## src/tacr_pkg.sv

```systemverilog
// shared types, constants and helpers for the touch adc command responder
package tacr_pkg;

    localparam int FIFO_LIMIT = 8;
    localparam int RING_DEPTH = 16;
    localparam int PTR_W      = (RING_DEPTH > 2) ? $clog2(RING_DEPTH) : 1;
    localparam int CNT_W      = PTR_W + 1;
    localparam int EFF_LIMIT  = (FIFO_LIMIT < RING_DEPTH) ? FIFO_LIMIT : RING_DEPTH - 1;

    localparam int COEF_W  = 32;
    localparam int COORD_W = 12;
    localparam int HOST_W  = 13;
    localparam int WORD_W  = 16;
    localparam int PROD_W  = COEF_W + COORD_W + 1;
    localparam int ACC_W   = PROD_W + 2;
    localparam int FRAC_W  = 16;

    localparam logic signed [ACC_W-1:0] ROUND_HALF = ACC_W'(32768);
    localparam logic [COORD_W-1:0]      RAW_MIN    = COORD_W'(1);
    localparam logic [COORD_W-1:0]      RAW_MAX    = COORD_W'(4095);

    localparam logic [COORD_W-1:0] X_LIMIT_RST = COORD_W'(799);
    localparam logic [COORD_W-1:0] Y_LIMIT_RST = COORD_W'(599);

    localparam logic [7:0] CTL_NONE = 8'h00;
    localparam logic [7:0] CTL_Y0   = 8'h90;
    localparam logic [7:0] CTL_Y1   = 8'h93;
    localparam logic [7:0] CTL_X0   = 8'hD0;
    localparam logic [7:0] CTL_X1   = 8'hD3;
    localparam logic [7:0] CTL_AUX  = 8'hE0;

    localparam int CFG_AW = 3;
    localparam logic [CFG_AW-1:0] REG_COEF_XX  = 3'd0;
    localparam logic [CFG_AW-1:0] REG_COEF_XY  = 3'd1;
    localparam logic [CFG_AW-1:0] REG_COEF_XOF = 3'd2;
    localparam logic [CFG_AW-1:0] REG_COEF_YX  = 3'd3;
    localparam logic [CFG_AW-1:0] REG_COEF_YY  = 3'd4;
    localparam logic [CFG_AW-1:0] REG_COEF_YOF = 3'd5;
    localparam logic [CFG_AW-1:0] REG_X_LIMIT  = 3'd6;
    localparam logic [CFG_AW-1:0] REG_Y_LIMIT  = 3'd7;

    typedef enum logic [2:0] {
        FUNC_CMD_WRITE    = 3'd0,
        FUNC_SAMPLE_READ  = 3'd1,
        FUNC_POINTER      = 3'd2,
        FUNC_CAPTURE_LOST = 3'd3,
        FUNC_PEN_READ     = 3'd4
    } t_func;

    typedef logic [PTR_W-1:0] t_ptr;

    typedef struct packed {
        logic               valid;
        logic               push;
        logic               pop;
        t_ptr               addr;
        logic               map_en;
        logic               sel_x;
        logic               overrun;
        logic               bad;
        logic               pen_irq;
        logic               pen_up;
    } t_ctl;

    typedef struct packed {
        t_ctl               ctl;
        logic [COORD_W-1:0] px;
        logic [COORD_W-1:0] py;
    } t_s1;

    typedef struct packed {
        t_ctl                      ctl;
        logic signed [PROD_W-1:0]  prod_a;
        logic signed [PROD_W-1:0]  prod_b;
        logic signed [COEF_W-1:0]  offset;
    } t_s2;

    typedef struct packed {
        logic valid;
        logic pop;
        logic overrun;
        logic bad;
        logic pen_irq;
        logic pen_up;
    } t_res;

    function automatic t_ptr ptr_inc(input t_ptr p);
        ptr_inc = (p == PTR_W'(RING_DEPTH - 1)) ? '0 : p + PTR_W'(1);
    endfunction

endpackage

```

## src/tacr_ram.sv

```systemverilog
// generic single write port ram with registered read
module tacr_ram #(
    parameter int WIDTH = 16,
    parameter int DEPTH = 16
) (
    input  logic                                      i_clk,
    input  logic                                      i_we,
    input  logic [((DEPTH > 2) ? $clog2(DEPTH) : 1)-1:0] i_waddr,
    input  logic [WIDTH-1:0]                          i_wdata,
    input  logic                                      i_re,
    input  logic [((DEPTH > 2) ? $clog2(DEPTH) : 1)-1:0] i_raddr,
    output logic [WIDTH-1:0]                          o_rdata
);

    logic [WIDTH-1:0] r_mem [DEPTH];
    logic [WIDTH-1:0] r_rdata;

    always_ff @(posedge i_clk) begin
        if (i_we) begin
            r_mem[i_waddr] <= i_wdata;
        end
        if (i_re) begin
            r_rdata <= r_mem[i_raddr];
        end
    end

    assign o_rdata = r_rdata;

endmodule

```

## src/tacr_front.sv

```systemverilog
// input register and command decode with pointer, pen and fifo index state
module tacr_front import tacr_pkg::*; (
    input  logic                      i_clk,
    input  logic                      i_rst_n,
    input  logic                      i_adv,
    input  logic                      i_in_valid,
    input  logic [2:0]                i_func,
    input  logic [15:0]               i_cmd,
    input  logic signed [HOST_W-1:0]  i_host_x,
    input  logic signed [HOST_W-1:0]  i_host_y,
    input  logic                      i_pen_down,
    input  logic [COORD_W-1:0]        i_x_limit,
    input  logic [COORD_W-1:0]        i_y_limit,
    output t_s1                       o_s1
);

    logic                     r_in_valid;
    logic [2:0]               r_func;
    logic [7:0]               r_ctl;
    logic signed [HOST_W-1:0] r_hx;
    logic signed [HOST_W-1:0] r_hy;
    logic                     r_pen;

    logic [7:0]         r_last, n_last;
    logic               r_irq_en, n_irq_en;
    logic               r_touched, n_touched;
    logic [COORD_W-1:0] r_px, n_px;
    logic [COORD_W-1:0] r_py, n_py;
    t_ptr               r_head, n_head;
    t_ptr               r_tail, n_tail;
    t_s1                r_s1, n_s1;

    logic             fire;
    logic             ctl_ok;
    logic [CNT_W-1:0] cnt_raw;
    logic [CNT_W-1:0] cnt;

    always_ff @(posedge i_clk) begin
        if (!i_rst_n) begin
            r_in_valid <= 1'b0;
        end else if (i_adv) begin
            r_in_valid <= i_in_valid;
        end
        if (i_adv) begin
            r_func <= i_func;
            r_ctl  <= i_cmd[7:0];
            r_hx   <= i_host_x;
            r_hy   <= i_host_y;
            r_pen  <= i_pen_down;
        end
    end

    assign fire   = i_adv && r_in_valid;
    assign ctl_ok = (r_ctl == CTL_NONE) || (r_ctl == CTL_Y0) || (r_ctl == CTL_Y1) ||
                    (r_ctl == CTL_X0) || (r_ctl == CTL_X1) || (r_ctl == CTL_AUX);

    always_comb begin
        cnt_raw = CNT_W'({1'b0, r_tail}) - CNT_W'({1'b0, r_head});
        cnt     = (r_head > r_tail) ? cnt_raw + CNT_W'(RING_DEPTH) : cnt_raw;
    end

    always_comb begin
        n_last    = r_last;
        n_irq_en  = r_irq_en;
        n_touched = r_touched;
        n_px      = r_px;
        n_py      = r_py;
        n_head    = r_head;
        n_tail    = r_tail;
        n_s1      = '0;
        n_s1.px   = r_px;
        n_s1.py   = r_py;

        case (t_func'(r_func))
            FUNC_CMD_WRITE: begin
                if (!ctl_ok) begin
                    n_s1.ctl.bad = 1'b1;
                end else begin
                    n_last = r_ctl;
                    if (r_ctl != CTL_NONE) begin
                        n_irq_en = !r_ctl[0];
                    end
                    if (cnt >= CNT_W'(EFF_LIMIT)) begin
                        n_s1.ctl.overrun = 1'b1;
                    end else begin
                        n_s1.ctl.push   = 1'b1;
                        n_s1.ctl.addr   = r_tail;
                        n_tail          = ptr_inc(r_tail);
                        n_s1.ctl.sel_x  = (r_last == CTL_X0) || (r_last == CTL_X1);
                        n_s1.ctl.map_en = r_touched &&
                            ((r_last == CTL_X0) || (r_last == CTL_X1) ||
                             (r_last == CTL_Y0) || (r_last == CTL_Y1));
                    end
                end
            end
            FUNC_SAMPLE_READ: begin
                if (r_head != r_tail) begin
                    n_s1.ctl.pop  = 1'b1;
                    n_s1.ctl.addr = r_head;
                    n_head        = ptr_inc(r_head);
                end
            end
            FUNC_POINTER: begin
                if (r_hx[HOST_W-1]) begin
                    n_px = '0;
                end else if (r_hx[COORD_W-1:0] > i_x_limit) begin
                    n_px = i_x_limit;
                end else begin
                    n_px = r_hx[COORD_W-1:0];
                end
                if (r_hy[HOST_W-1]) begin
                    n_py = '0;
                end else if (r_hy[COORD_W-1:0] > i_y_limit) begin
                    n_py = i_y_limit;
                end else begin
                    n_py = r_hy[COORD_W-1:0];
                end
                n_touched = r_pen;
            end
            FUNC_CAPTURE_LOST: begin
                n_touched = 1'b0;
            end
            FUNC_PEN_READ: begin
                n_touched = r_touched;
            end
            default: begin
                n_touched = r_touched;
            end
        endcase

        n_s1.ctl.valid   = r_in_valid;
        n_s1.ctl.pen_irq = n_irq_en && n_touched;
        n_s1.ctl.pen_up  = !n_touched;
    end

    always_ff @(posedge i_clk) begin
        if (!i_rst_n) begin
            r_last    <= CTL_NONE;
            r_irq_en  <= 1'b0;
            r_touched <= 1'b0;
            r_px      <= '0;
            r_py      <= '0;
            r_head    <= '0;
            r_tail    <= '0;
        end else if (fire) begin
            r_last    <= n_last;
            r_irq_en  <= n_irq_en;
            r_touched <= n_touched;
            r_px      <= n_px;
            r_py      <= n_py;
            r_head    <= n_head;
            r_tail    <= n_tail;
        end
    end

    always_ff @(posedge i_clk) begin
        if (!i_rst_n) begin
            r_s1.ctl.valid <= 1'b0;
        end else if (i_adv) begin
            r_s1 <= n_s1;
        end
    end

    assign o_s1 = r_s1;

endmodule

```

## src/tacr_map.sv

```systemverilog
// affine raw map: product stage, then sum, round and clamp into the fifo write
module tacr_map import tacr_pkg::*; (
    input  logic                      i_clk,
    input  logic                      i_rst_n,
    input  logic                      i_adv,
    input  t_s1                       i_s1,
    input  logic signed [COEF_W-1:0]  i_coef_xx,
    input  logic signed [COEF_W-1:0]  i_coef_xy,
    input  logic signed [COEF_W-1:0]  i_coef_xof,
    input  logic signed [COEF_W-1:0]  i_coef_yx,
    input  logic signed [COEF_W-1:0]  i_coef_yy,
    input  logic signed [COEF_W-1:0]  i_coef_yof,
    output logic                      o_ram_we,
    output t_ptr                      o_ram_waddr,
    output logic [WORD_W-1:0]         o_ram_wdata,
    output logic                      o_ram_re,
    output t_ptr                      o_ram_raddr,
    output t_res                      o_res
);

    t_s2 r_s2, n_s2;
    t_res r_res;

    logic signed [COEF_W-1:0]       gain_a;
    logic signed [COEF_W-1:0]       gain_b;
    logic signed [ACC_W-1:0]        acc;
    logic signed [ACC_W-FRAC_W-1:0] whole;
    logic [COORD_W-1:0]             raw;

    always_comb begin
        gain_a        = i_s1.ctl.sel_x ? i_coef_xx : i_coef_yx;
        gain_b        = i_s1.ctl.sel_x ? i_coef_xy : i_coef_yy;
        n_s2.ctl      = i_s1.ctl;
        n_s2.offset   = i_s1.ctl.sel_x ? i_coef_xof : i_coef_yof;
        n_s2.prod_a   = PROD_W'(gain_a * $signed({1'b0, i_s1.px}));
        n_s2.prod_b   = PROD_W'(gain_b * $signed({1'b0, i_s1.py}));
    end

    always_ff @(posedge i_clk) begin
        if (!i_rst_n) begin
            r_s2.ctl.valid <= 1'b0;
        end else if (i_adv) begin
            r_s2 <= n_s2;
        end
    end

    // halves round away from zero; any negative sum clamps to the minimum
    always_comb begin
        acc   = ACC_W'(r_s2.prod_a) + ACC_W'(r_s2.prod_b) + ACC_W'(r_s2.offset) + ROUND_HALF;
        whole = acc[ACC_W-1:FRAC_W];
        if (acc[ACC_W-1] || (whole == '0)) begin
            raw = RAW_MIN;
        end else if (|whole[ACC_W-FRAC_W-2:COORD_W]) begin
            raw = RAW_MAX;
        end else begin
            raw = whole[COORD_W-1:0];
        end
    end

    assign o_ram_we    = i_adv && r_s2.ctl.valid && r_s2.ctl.push;
    assign o_ram_waddr = r_s2.ctl.addr;
    assign o_ram_wdata = r_s2.ctl.map_en ? WORD_W'(raw) : '0;
    assign o_ram_re    = i_adv && r_s2.ctl.valid && r_s2.ctl.pop;
    assign o_ram_raddr = r_s2.ctl.addr;

    always_ff @(posedge i_clk) begin
        if (!i_rst_n) begin
            r_res.valid <= 1'b0;
        end else if (i_adv) begin
            r_res.valid   <= r_s2.ctl.valid;
            r_res.pop     <= r_s2.ctl.pop;
            r_res.overrun <= r_s2.ctl.overrun;
            r_res.bad     <= r_s2.ctl.bad;
            r_res.pen_irq <= r_s2.ctl.pen_irq;
            r_res.pen_up  <= r_s2.ctl.pen_up;
        end
    end

    assign o_res = r_res;

endmodule

```

## src/touch_adc_command_responder.sv

```systemverilog
// top level of the touch adc command responder
//
//  channel   valid        stall        payload
//  input     i_in_valid   o_in_stall   i_func i_cmd i_host_x i_host_y i_pen_down
//  output    o_out_valid  i_out_stall  o_read_data o_overrun o_bad_control o_pen_irq o_pen_up
//  config    i_cfg_we     -            i_cfg_addr i_cfg_data
//
// one item per cycle while the output is not stalled; each result is registered through the stages below
// stages: input register, decode and state update, gain products, sum/clamp and fifo access
// the fifo read data register is the output register for read_data
// a stalled result freezes all stages together, so the input stalls in the same cycle
// synchronous active-low reset clears the state and the pipeline valid bits
module touch_adc_command_responder import tacr_pkg::*; (
    input  logic                      i_clk,
    input  logic                      i_rst_n,
    input  logic                      i_in_valid,
    output logic                      o_in_stall,
    input  logic [2:0]                i_func,
    input  logic [15:0]               i_cmd,
    input  logic signed [HOST_W-1:0]  i_host_x,
    input  logic signed [HOST_W-1:0]  i_host_y,
    input  logic                      i_pen_down,
    output logic                      o_out_valid,
    input  logic                      i_out_stall,
    output logic [WORD_W-1:0]         o_read_data,
    output logic                      o_overrun,
    output logic                      o_bad_control,
    output logic                      o_pen_irq,
    output logic                      o_pen_up,
    input  logic                      i_cfg_we,
    input  logic [CFG_AW-1:0]         i_cfg_addr,
    input  logic [COEF_W-1:0]         i_cfg_data
);

    logic signed [COEF_W-1:0] r_coef_xx;
    logic signed [COEF_W-1:0] r_coef_xy;
    logic signed [COEF_W-1:0] r_coef_xof;
    logic signed [COEF_W-1:0] r_coef_yx;
    logic signed [COEF_W-1:0] r_coef_yy;
    logic signed [COEF_W-1:0] r_coef_yof;
    logic [COORD_W-1:0]       r_x_limit;
    logic [COORD_W-1:0]       r_y_limit;

    logic              adv;
    t_s1               s1;
    t_res              res;
    logic              ram_we;
    t_ptr              ram_waddr;
    logic [WORD_W-1:0] ram_wdata;
    logic              ram_re;
    t_ptr              ram_raddr;
    logic [WORD_W-1:0] ram_rdata;

    always_ff @(posedge i_clk) begin
        if (!i_rst_n) begin
            r_coef_xx  <= '0;
            r_coef_xy  <= '0;
            r_coef_xof <= '0;
            r_coef_yx  <= '0;
            r_coef_yy  <= '0;
            r_coef_yof <= '0;
            r_x_limit  <= X_LIMIT_RST;
            r_y_limit  <= Y_LIMIT_RST;
        end else if (i_cfg_we) begin
            case (i_cfg_addr)
                REG_COEF_XX:  r_coef_xx  <= i_cfg_data;
                REG_COEF_XY:  r_coef_xy  <= i_cfg_data;
                REG_COEF_XOF: r_coef_xof <= i_cfg_data;
                REG_COEF_YX:  r_coef_yx  <= i_cfg_data;
                REG_COEF_YY:  r_coef_yy  <= i_cfg_data;
                REG_COEF_YOF: r_coef_yof <= i_cfg_data;
                REG_X_LIMIT:  r_x_limit  <= i_cfg_data[COORD_W-1:0];
                REG_Y_LIMIT:  r_y_limit  <= i_cfg_data[COORD_W-1:0];
                default: begin
                    r_x_limit <= r_x_limit;
                end
            endcase
        end
    end

    assign adv        = !(res.valid && i_out_stall);
    assign o_in_stall = !adv;

    tacr_front u_front (
        .i_clk      (i_clk),
        .i_rst_n    (i_rst_n),
        .i_adv      (adv),
        .i_in_valid (i_in_valid),
        .i_func     (i_func),
        .i_cmd      (i_cmd),
        .i_host_x   (i_host_x),
        .i_host_y   (i_host_y),
        .i_pen_down (i_pen_down),
        .i_x_limit  (r_x_limit),
        .i_y_limit  (r_y_limit),
        .o_s1       (s1)
    );

    tacr_map u_map (
        .i_clk       (i_clk),
        .i_rst_n     (i_rst_n),
        .i_adv       (adv),
        .i_s1        (s1),
        .i_coef_xx   (r_coef_xx),
        .i_coef_xy   (r_coef_xy),
        .i_coef_xof  (r_coef_xof),
        .i_coef_yx   (r_coef_yx),
        .i_coef_yy   (r_coef_yy),
        .i_coef_yof  (r_coef_yof),
        .o_ram_we    (ram_we),
        .o_ram_waddr (ram_waddr),
        .o_ram_wdata (ram_wdata),
        .o_ram_re    (ram_re),
        .o_ram_raddr (ram_raddr),
        .o_res       (res)
    );

    tacr_ram #(
        .WIDTH (WORD_W),
        .DEPTH (RING_DEPTH)
    ) u_fifo_ram (
        .i_clk   (i_clk),
        .i_we    (ram_we),
        .i_waddr (ram_waddr),
        .i_wdata (ram_wdata),
        .i_re    (ram_re),
        .i_raddr (ram_raddr),
        .o_rdata (ram_rdata)
    );

    assign o_out_valid   = res.valid;
    assign o_read_data   = res.pop ? ram_rdata : '0;
    assign o_overrun     = res.overrun;
    assign o_bad_control = res.bad;
    assign o_pen_irq     = res.pen_irq;
    assign o_pen_up      = res.pen_up;

endmodule

```

## config.mk

```make
export PLATFORM = sky130hd
export DESIGN_NAME = touch_adc_command_responder
export DESIGN_NICKNAME = d
export VERILOG_FILES = /design/src/tacr_pkg.sv /design/src/tacr_ram.sv /design/src/tacr_front.sv /design/src/tacr_map.sv /design/src/touch_adc_command_responder.sv
export SDC_FILE = /design/constraint.sdc
export NUM_CORES = 2
export LEC_CHECK = 0
export ABC_CLOCK_PERIOD_IN_PS = 8000
export BUFFER_PORTS_ARGS = -buffer_cell sky130_fd_sc_hd__buf_2
export CAP_MARGIN = 20
export CELL_PAD_IN_SITES_DETAIL_PLACEMENT = 1
export CELL_PAD_IN_SITES_GLOBAL_PLACEMENT = 1
export CORE_UTILIZATION = 30
export CTS_CLUSTER_DIAMETER = 100
export DETAILED_ROUTE_END_ITERATION = 16
export PLACE_DENSITY_LB_ADDON = 0.1
export SLEW_MARGIN = 20
export SYNTH_ARGS = -nofsm -noshare
export SYNTH_HDL_FRONTEND = slang
export SYNTH_SLANG_ARGS = --single-unit
```

## constraint.sdc

```tcl
create_clock -name i_clk -period 8 [get_ports i_clk]
set_input_delay 0 -clock i_clk [delete_from_list [all_inputs] [get_ports i_clk]]
set_output_delay 0 -clock i_clk [all_outputs]
set_load 0.02 [all_outputs]
```

-- After elaboration in Yosys (flattened, before gate mapping)
Memories as Yosys holds them, arrays and structs flattened. A register that Yosys moved wholly into a read port is not among the register bits.
Cells that the tools add are included.
- memory bits (writable): 192
- output and inout bits: 22
- input port bits: 86
- memories: 1
- flip-flop bits (word level): 490
- word-level logic and storage cells: 159
- add/sub/neg operators: 7
- bitwise logic cells: 4
- magnitude comparators: 4
- eq/ne operators: 22
- muxes and demuxes: 27
- multiply operators: 2
- reduce and logical (&&, ||, !) cells: 40
- memory list (name ; depth ; bits a word ; rd ports ; clocked after Yosys merged registers in ; wr ports ; RTL line ; source):
    u_fifo_ram.r_mem ; 16 ; 12 ; 1 ; 1 ; 1 ; tacr_ram.sv:15 ; logic [WIDTH-1:0] r_mem [DEPTH];
- operator list (cell ; count):
    32-bit 2-to-1 mux ; 3
    32-bit by 13-bit multiplier with 45-bit output ; 2
    12-bit 2-to-1 mux ; 7
    8-bit equality test, second input constant ; 9
    46-bit by 32-bit adder with 47-bit output ; 1
    47-bit by 17-bit adder with 47-bit output, second input constant ; 1
    45-bit by 45-bit adder with 46-bit output ; 1
    31-bit zero test ; 1
    12-bit greater-than comparator ; 2
    2-bit AND reduction ; 11
    18-bit OR reduction ; 1
    16-bit 2-to-1 mux ; 1
    3-bit by 2-bit equality test with 1-bit output, second input constant ; 4
    3-bit equality test, second input constant ; 4
    5-bit 2-to-1 mux ; 2
    1-bit logical OR ; 9
    4-bit by 1-bit adder with 4-bit output, second input constant ; 2
    4-bit equality test, second input constant ; 2
    8-bit zero test ; 1
    1-bit 2-to-1 mux ; 8
    4-bit 2-to-1 mux ; 2
    4-bit one-hot mux with 2 select lines ; 1
    8-bit nonzero test ; 1
    1-bit logical AND ; 7
    15 further kinds ; 23

-- Depth between registers and ports, before layout
- depth in word-level cells: 9
- gate-level depth with buffers: 27
- gate-level depth less buffers: 24

-- By module
A second synthesis with hierarchy kept.
- cells, all modules: 5555
- area total of the unflattened synthesis: 59514.6 um^2
- modules (own cells, without submodules) (module ; cells an instance ; area each (um^2) ; seq. area each (um^2) ; instances):
    tacr_map ; 3950 ; 36334.8 ; 4184.0 ; 1
    tacr_ram ; 432 ; 10202.3 ; 8167.8 ; 1
    touch_adc_command_responder ; 771 ; 8010.2 ; 4324.1 ; 1
    tacr_front ; 402 ; 4967.3 ; 3103.0 ; 1

-- Worst setup path after synthesis
Ideal clock, no wire load.
- path kind: register -> register
- start point: register u_front.r_s1, in the netlist u_front.o_s1[28]
- end point: register u_map.r_s2[120] (netlist bit), data pin
- stages on the path, launching flop included: 27
- data arrival time: 6.532 ns
- buffers on the path: 3
- path slack: 1.206 ns
- data required time: 7.738 ns
- setup time: 0.262 ns
- clock period less this slack: 6.794 ns
- path through: edfxtp_1 -> clkbuf_1 -> buf_1 -> mux2_2 -> clkbuf_1 -> and2_1 -> fa_1 -> inv_1 -> fa_1 -> inv_1 -> fa_1 -> fa_1 -> inv_1 -> fa_1 -> inv_1 -> ha_1 -> o21a_1 -> o211ai_1 -> a211oi_1 -> nor3_1 -> o21ai_0 -> a211o_1 -> nand2_1 -> o31ai_1 -> a311oi_1 -> a21oi_1 -> xor2_1
- RTL lines (what ; RTL line ; source):
    start: declaration ; tacr_front.sv:31 ; t_s1 r_s1, n_s1;
    start signal: assignment ; tacr_front.sv:160 ; r_s1 <= n_s1;
    end signal: assignment ; tacr_map.sv:43 ; r_s2 <= n_s2;
    end: declaration ; tacr_map.sv:21 ; t_s2 r_s2, n_s2;

==> summary.md <==
| Metric | Value |
|---|---|
| Placed Cells | 7948 |
| H-tree depth | 3 |
| Post-CTS Setup Bufs | 0 |
| CTS Buf Count | 85 |
| Post-Layout Inst Area | 64000 um2 |
| Die X | 436 um |
| RSZ-0062 raised after global routing | false |
| Worst flop-to-flop path startpoint | u_front.o_s1[28] |
| Sequential share of power | 0.403 |
| Fin crit period | 7370 ps |
| Max incr delay on CP | 540 ps |
| CTS clk-pin slew, worst paths | 60 ps |
| Max stage delay cell, worst path | mux2_2 |
| Pint | 6.89 mW |
| Worst Hold Path Cells | 2 |
| Core area | 188000 um2 |
| CP Class | flop to flop |
| HP Class | input port to flop |
| Mux contribution to synthesized area | 0.0489 |
| Sequence of cells on the critical path | buf_12 -> mux2_2 -> and2_1 -> fa_1 -> inv_1 -> fa_1 -> inv_1 -> fa_1 -> fa_1 -> inv_1 -> fa_1 -> inv_1 -> ha_1 -> a21oi_1 -> o22ai_1 -> a311oi_1 -> nor2_1 -> a311oi_2 -> o21a_1 -> a31oi_1 -> a41oi_2 -> o21ai_0 -> a221oi_1 -> xnor2_1 |
| Number of DRC markers in iteration 0 | 1398 |
| Final WL | 168000 um |
| Port bufs | 95 |
| Fin Setup TNS | 0 ps |
| Wire length of the first global-routing pass | 264000 um |
| Starting Density | 0.302 |
| Root Driver | clkbuf_16 |
| Setup crit start | u_front.o_s1[28] |
| Placer's final routability congestion estimate | 0.801 |
| Switching share of power | 0.297 |
| Clk network pwr share | 0.407 |
| Hold Worst Slack | 67.0 ps |
| DRC viols | 0 |
| Share of flip-flops with an asynchronous set or reset | 0 |
| Hold Fails Final Rpt | 0 |
| Synth Flop Type | edfxtp_1 |
| Slew margin rel. | 0.243 |
| Tot GR Track Use | 0.180 |
| Startpoint Class | flop |
| Max clock buf depth | 3 |
| Synth-to-Final Area Change | 13.0% |
| Combinational Power Share | 0.190 |
| Vias per inst | 4.62 |
| Syn Area/Cell | 10.2 um2 |
| Yosys reg bits | 678 |
| Number of synthesized flops with an enable pin | 416 |
| Initial antenna violation count | 14 |
| Final Non-Filler Cells | 8222 |
| Post-synthesis adder-cell area fraction | 0.324 |
| IR drop worst, VDD | 0.000152 V |
| Wire per inst | 20.4 um |
| Compound-Gate Fraction of Synth Area | 0.0802 |
| Num ports | 108 |
| Switching component of the power | 2.92 mW |
| Least-Margin Pin Slew | 1140 ps |
| Vias in the first global route | 43000 |
| Cell Rows | 159 |
| Drt first pass iters | 5 |
| Crit path DAT | 7770 ps |
| Area after DPL | 60000 um2 |
| Req. time, crit path | 8390 ps |
| Final ANT Viol Nets | 0 |
| Cells on worst reg2reg path | 24 |
| Fin Clk Skew | 63.7 ps |
| Worst Setup End Kind | flop |
| Maximum clock frequency | 136 MHz |
| Cell Pwr Density | 153 nW/um2 |
| GRT overflow | 0 |
| Pin count of the biggest net entering global routing | 122 |
| HPWL after detailed placement | 125000 um |
| # setup viols final | 0 |
| Period Utilization, post-route | 0.922 |
| Mapped Area | 56600 um2 |
| DIE HEIGHT | 436 um |
| DP Worst Slack | 527 ps |
| Fin. max-slew vios | 0 |
| Vias | 38000 |
| Worst hold start | i_host_x[7] |
| Max-Cap Viols | 0 |
| Seq/Total Area, Yosys | 0.313 |
| Total power | 9.81 mW |
| Final core occ | 0.341 |
| Final Worst Setup Slack | 627 ps |
| Crit path max fanout | 36 |
| Leak Pwr | 27.8 nW |
| Worst-Skew Late Latency | 700 ps |
| Outcome | completed |
| Synthesized instance count | 5543 |
| Simple-gate share of the synthesized area | 0.130 |
| Ys Warns | 0 |
| Number of nets in the layout | 6771 |
| Most used cell, CP | fa_1 |
| CTS tree | done |
| Largest family of logic cells by synthesized area | adder cells |
| Layout cells sized above 1 | 0.0953 |
| Full die area | 191000 um2 |
| Post-synth cell types | 79 |
| XOR/XNOR Fraction of Synth Area | 0.0170 |
| CTS Sinks | 678 |
[cell usage after synthesis, types with 23 or more instances]
| cell | n | area, um2 |
|---|---|---|
| a22oi_1 | 25 | 188 |
| a21boi_0 | 215 | 1610 |
| mux4_2 | 60 | 1350 |
| inv_1 | 1004 | 3770 |
| mux2_2 | 117 | 1320 |
| xor2_1 | 32 | 280 |
| nand2_1 | 943 | 3540 |
| dfxtp_1 | 262 | 5250 |
| fa_1 | 720 | 14400 |
| a21oi_1 | 133 | 666 |
| o21ai_0 | 70 | 350 |
| nand4_1 | 24 | 150 |
| and2_1 | 343 | 2150 |
| nand2b_1 | 23 | 144 |
| nand3_1 | 33 | 165 |
| edfxtp_1 | 416 | 12500 |
| ha_1 | 316 | 3950 |
| clkbuf_1 | 236 | 886 |
| xnor2_1 | 78 | 683 |
| a21o_1 | 60 | 450 |
| nor2_1 | 85 | 319 |
| nor2b_1 | 64 | 400 |
[registers in the layout, summed over array words and instances (netlist names), 4 cells and up]
name / cells
u_front.o_s1: 37
r_coef_xof: 32
u_front.r_tail: 4
r_coef_xx: 32
r_x_limit: 12
u_front.r_head: 4
u_map.r_s2: 130
u_fifo_ram.o_rdata: 12
r_coef_yof: 32
u_front.r_py: 12
r_y_limit: 12
u_front.r_ctl: 8
u_map.o_res: 6
u_map.o_ram_raddr: 4
u_fifo_ram.r_mem: 192
r_coef_yy: 32
r_coef_xy: 32
u_front.r_px: 12
u_front.r_last: 8
r_coef_yx: 32
u_front.r_hx: 13
u_front.r_hy: 13
[metal layers]
layer	track usage	part of all wire
met3	0.0168	0.020
met2	0.299	0.47
met5	0	0
met4	0.0328	0.015
met1	0.256	0.49
[cell families (layout without fill, tap and decap cells)]
kind of cell    Yosys count  after routing
compound gates          661            661
xor+xnor                110            110
fa+ha+maj              1036           1036
buf+inv                1278           1453
flops                   678            678
mux                     187            187
other cells               1             10
simple gates           1592           1592
[worst max-delay path: cells and delay by family, from the launching register on]
kind | cells | cell delay [ps]
adder cells (fa/ha/maj) | 6 | 2920
flip-flops | 1 | 400
XOR/XNOR | 1 | 120
AND/OR/NAND/NOR | 2 | 320
multiplexers | 1 | 540
AO/OA/AOI/OAI | 9 | 2210
buffers and inverters | 5 | 500
[power by group through the flow]
stage	logic (mW)	clock network (mW)	registers, mW
finish	1.86	4.00	3.95
floorplan	1.24	0	3.98
global placement	1.83	0	4.02
CTS	1.90	4.14	3.95
global route	2.09	4.27	3.96
detailed placement	1.83	0	4.02
[cell type report]
| type | count | area, um2 |
|---|---|---|
| Multi-Input combinational cell | 3590 | 34200 |
| Clock inverter | 49 | 652 |
| Tap cell | 2495 | 3120 |
| Fill cell | 20800 | 124000 |
| Timing Repair Buffer | 290 | 2260 |
| Antenna cell | 6 | 15.0 |
| Inverter | 1004 | 3770 |
| Sequential cell | 678 | 17700 |
| Clock buffer | 110 | 2260 |
[placed cells by master (no fill, tap or decap), drive strengths merged, types with 19 or more instances in the layout]
master / count
inv: 1008
nand2: 943
fa: 720
edfxtp: 416
and2: 343
ha: 316
dfxtp: 262
a21boi: 216
buf: 181
a21oi: 136
mux2: 117
clkbuf: 110
dlygate4sd3: 109
nor2: 85
xnor2: 78
o21ai: 78
nor2b: 64
a21o: 60
mux4: 60
nand3: 33
xor2: 32
clkinv: 29
a22oi: 25
nand4: 24
nand2b: 23
nor3: 22
o21bai: 19
o211ai: 19
[final timing paths]
path / to / slack [ps]
worst min-delay path: u_front.r_hx[7] / 70
worst max register to register: u_map.r_s2[75] / 630
worst min register to register: u_map.r_s2[125] / 410
worst max-delay path: u_map.r_s2[75] / 630
[timing repair]
| action | 4_1_cts | 5_1_grt |
|---|---|---|
| endpoints found under the hold margin | 294 | 0 |
| hold buffers | 109 | 0 |
| resized for setup | 0 | 0 |
No activity file was read; power rests on OpenSTA's default activity.
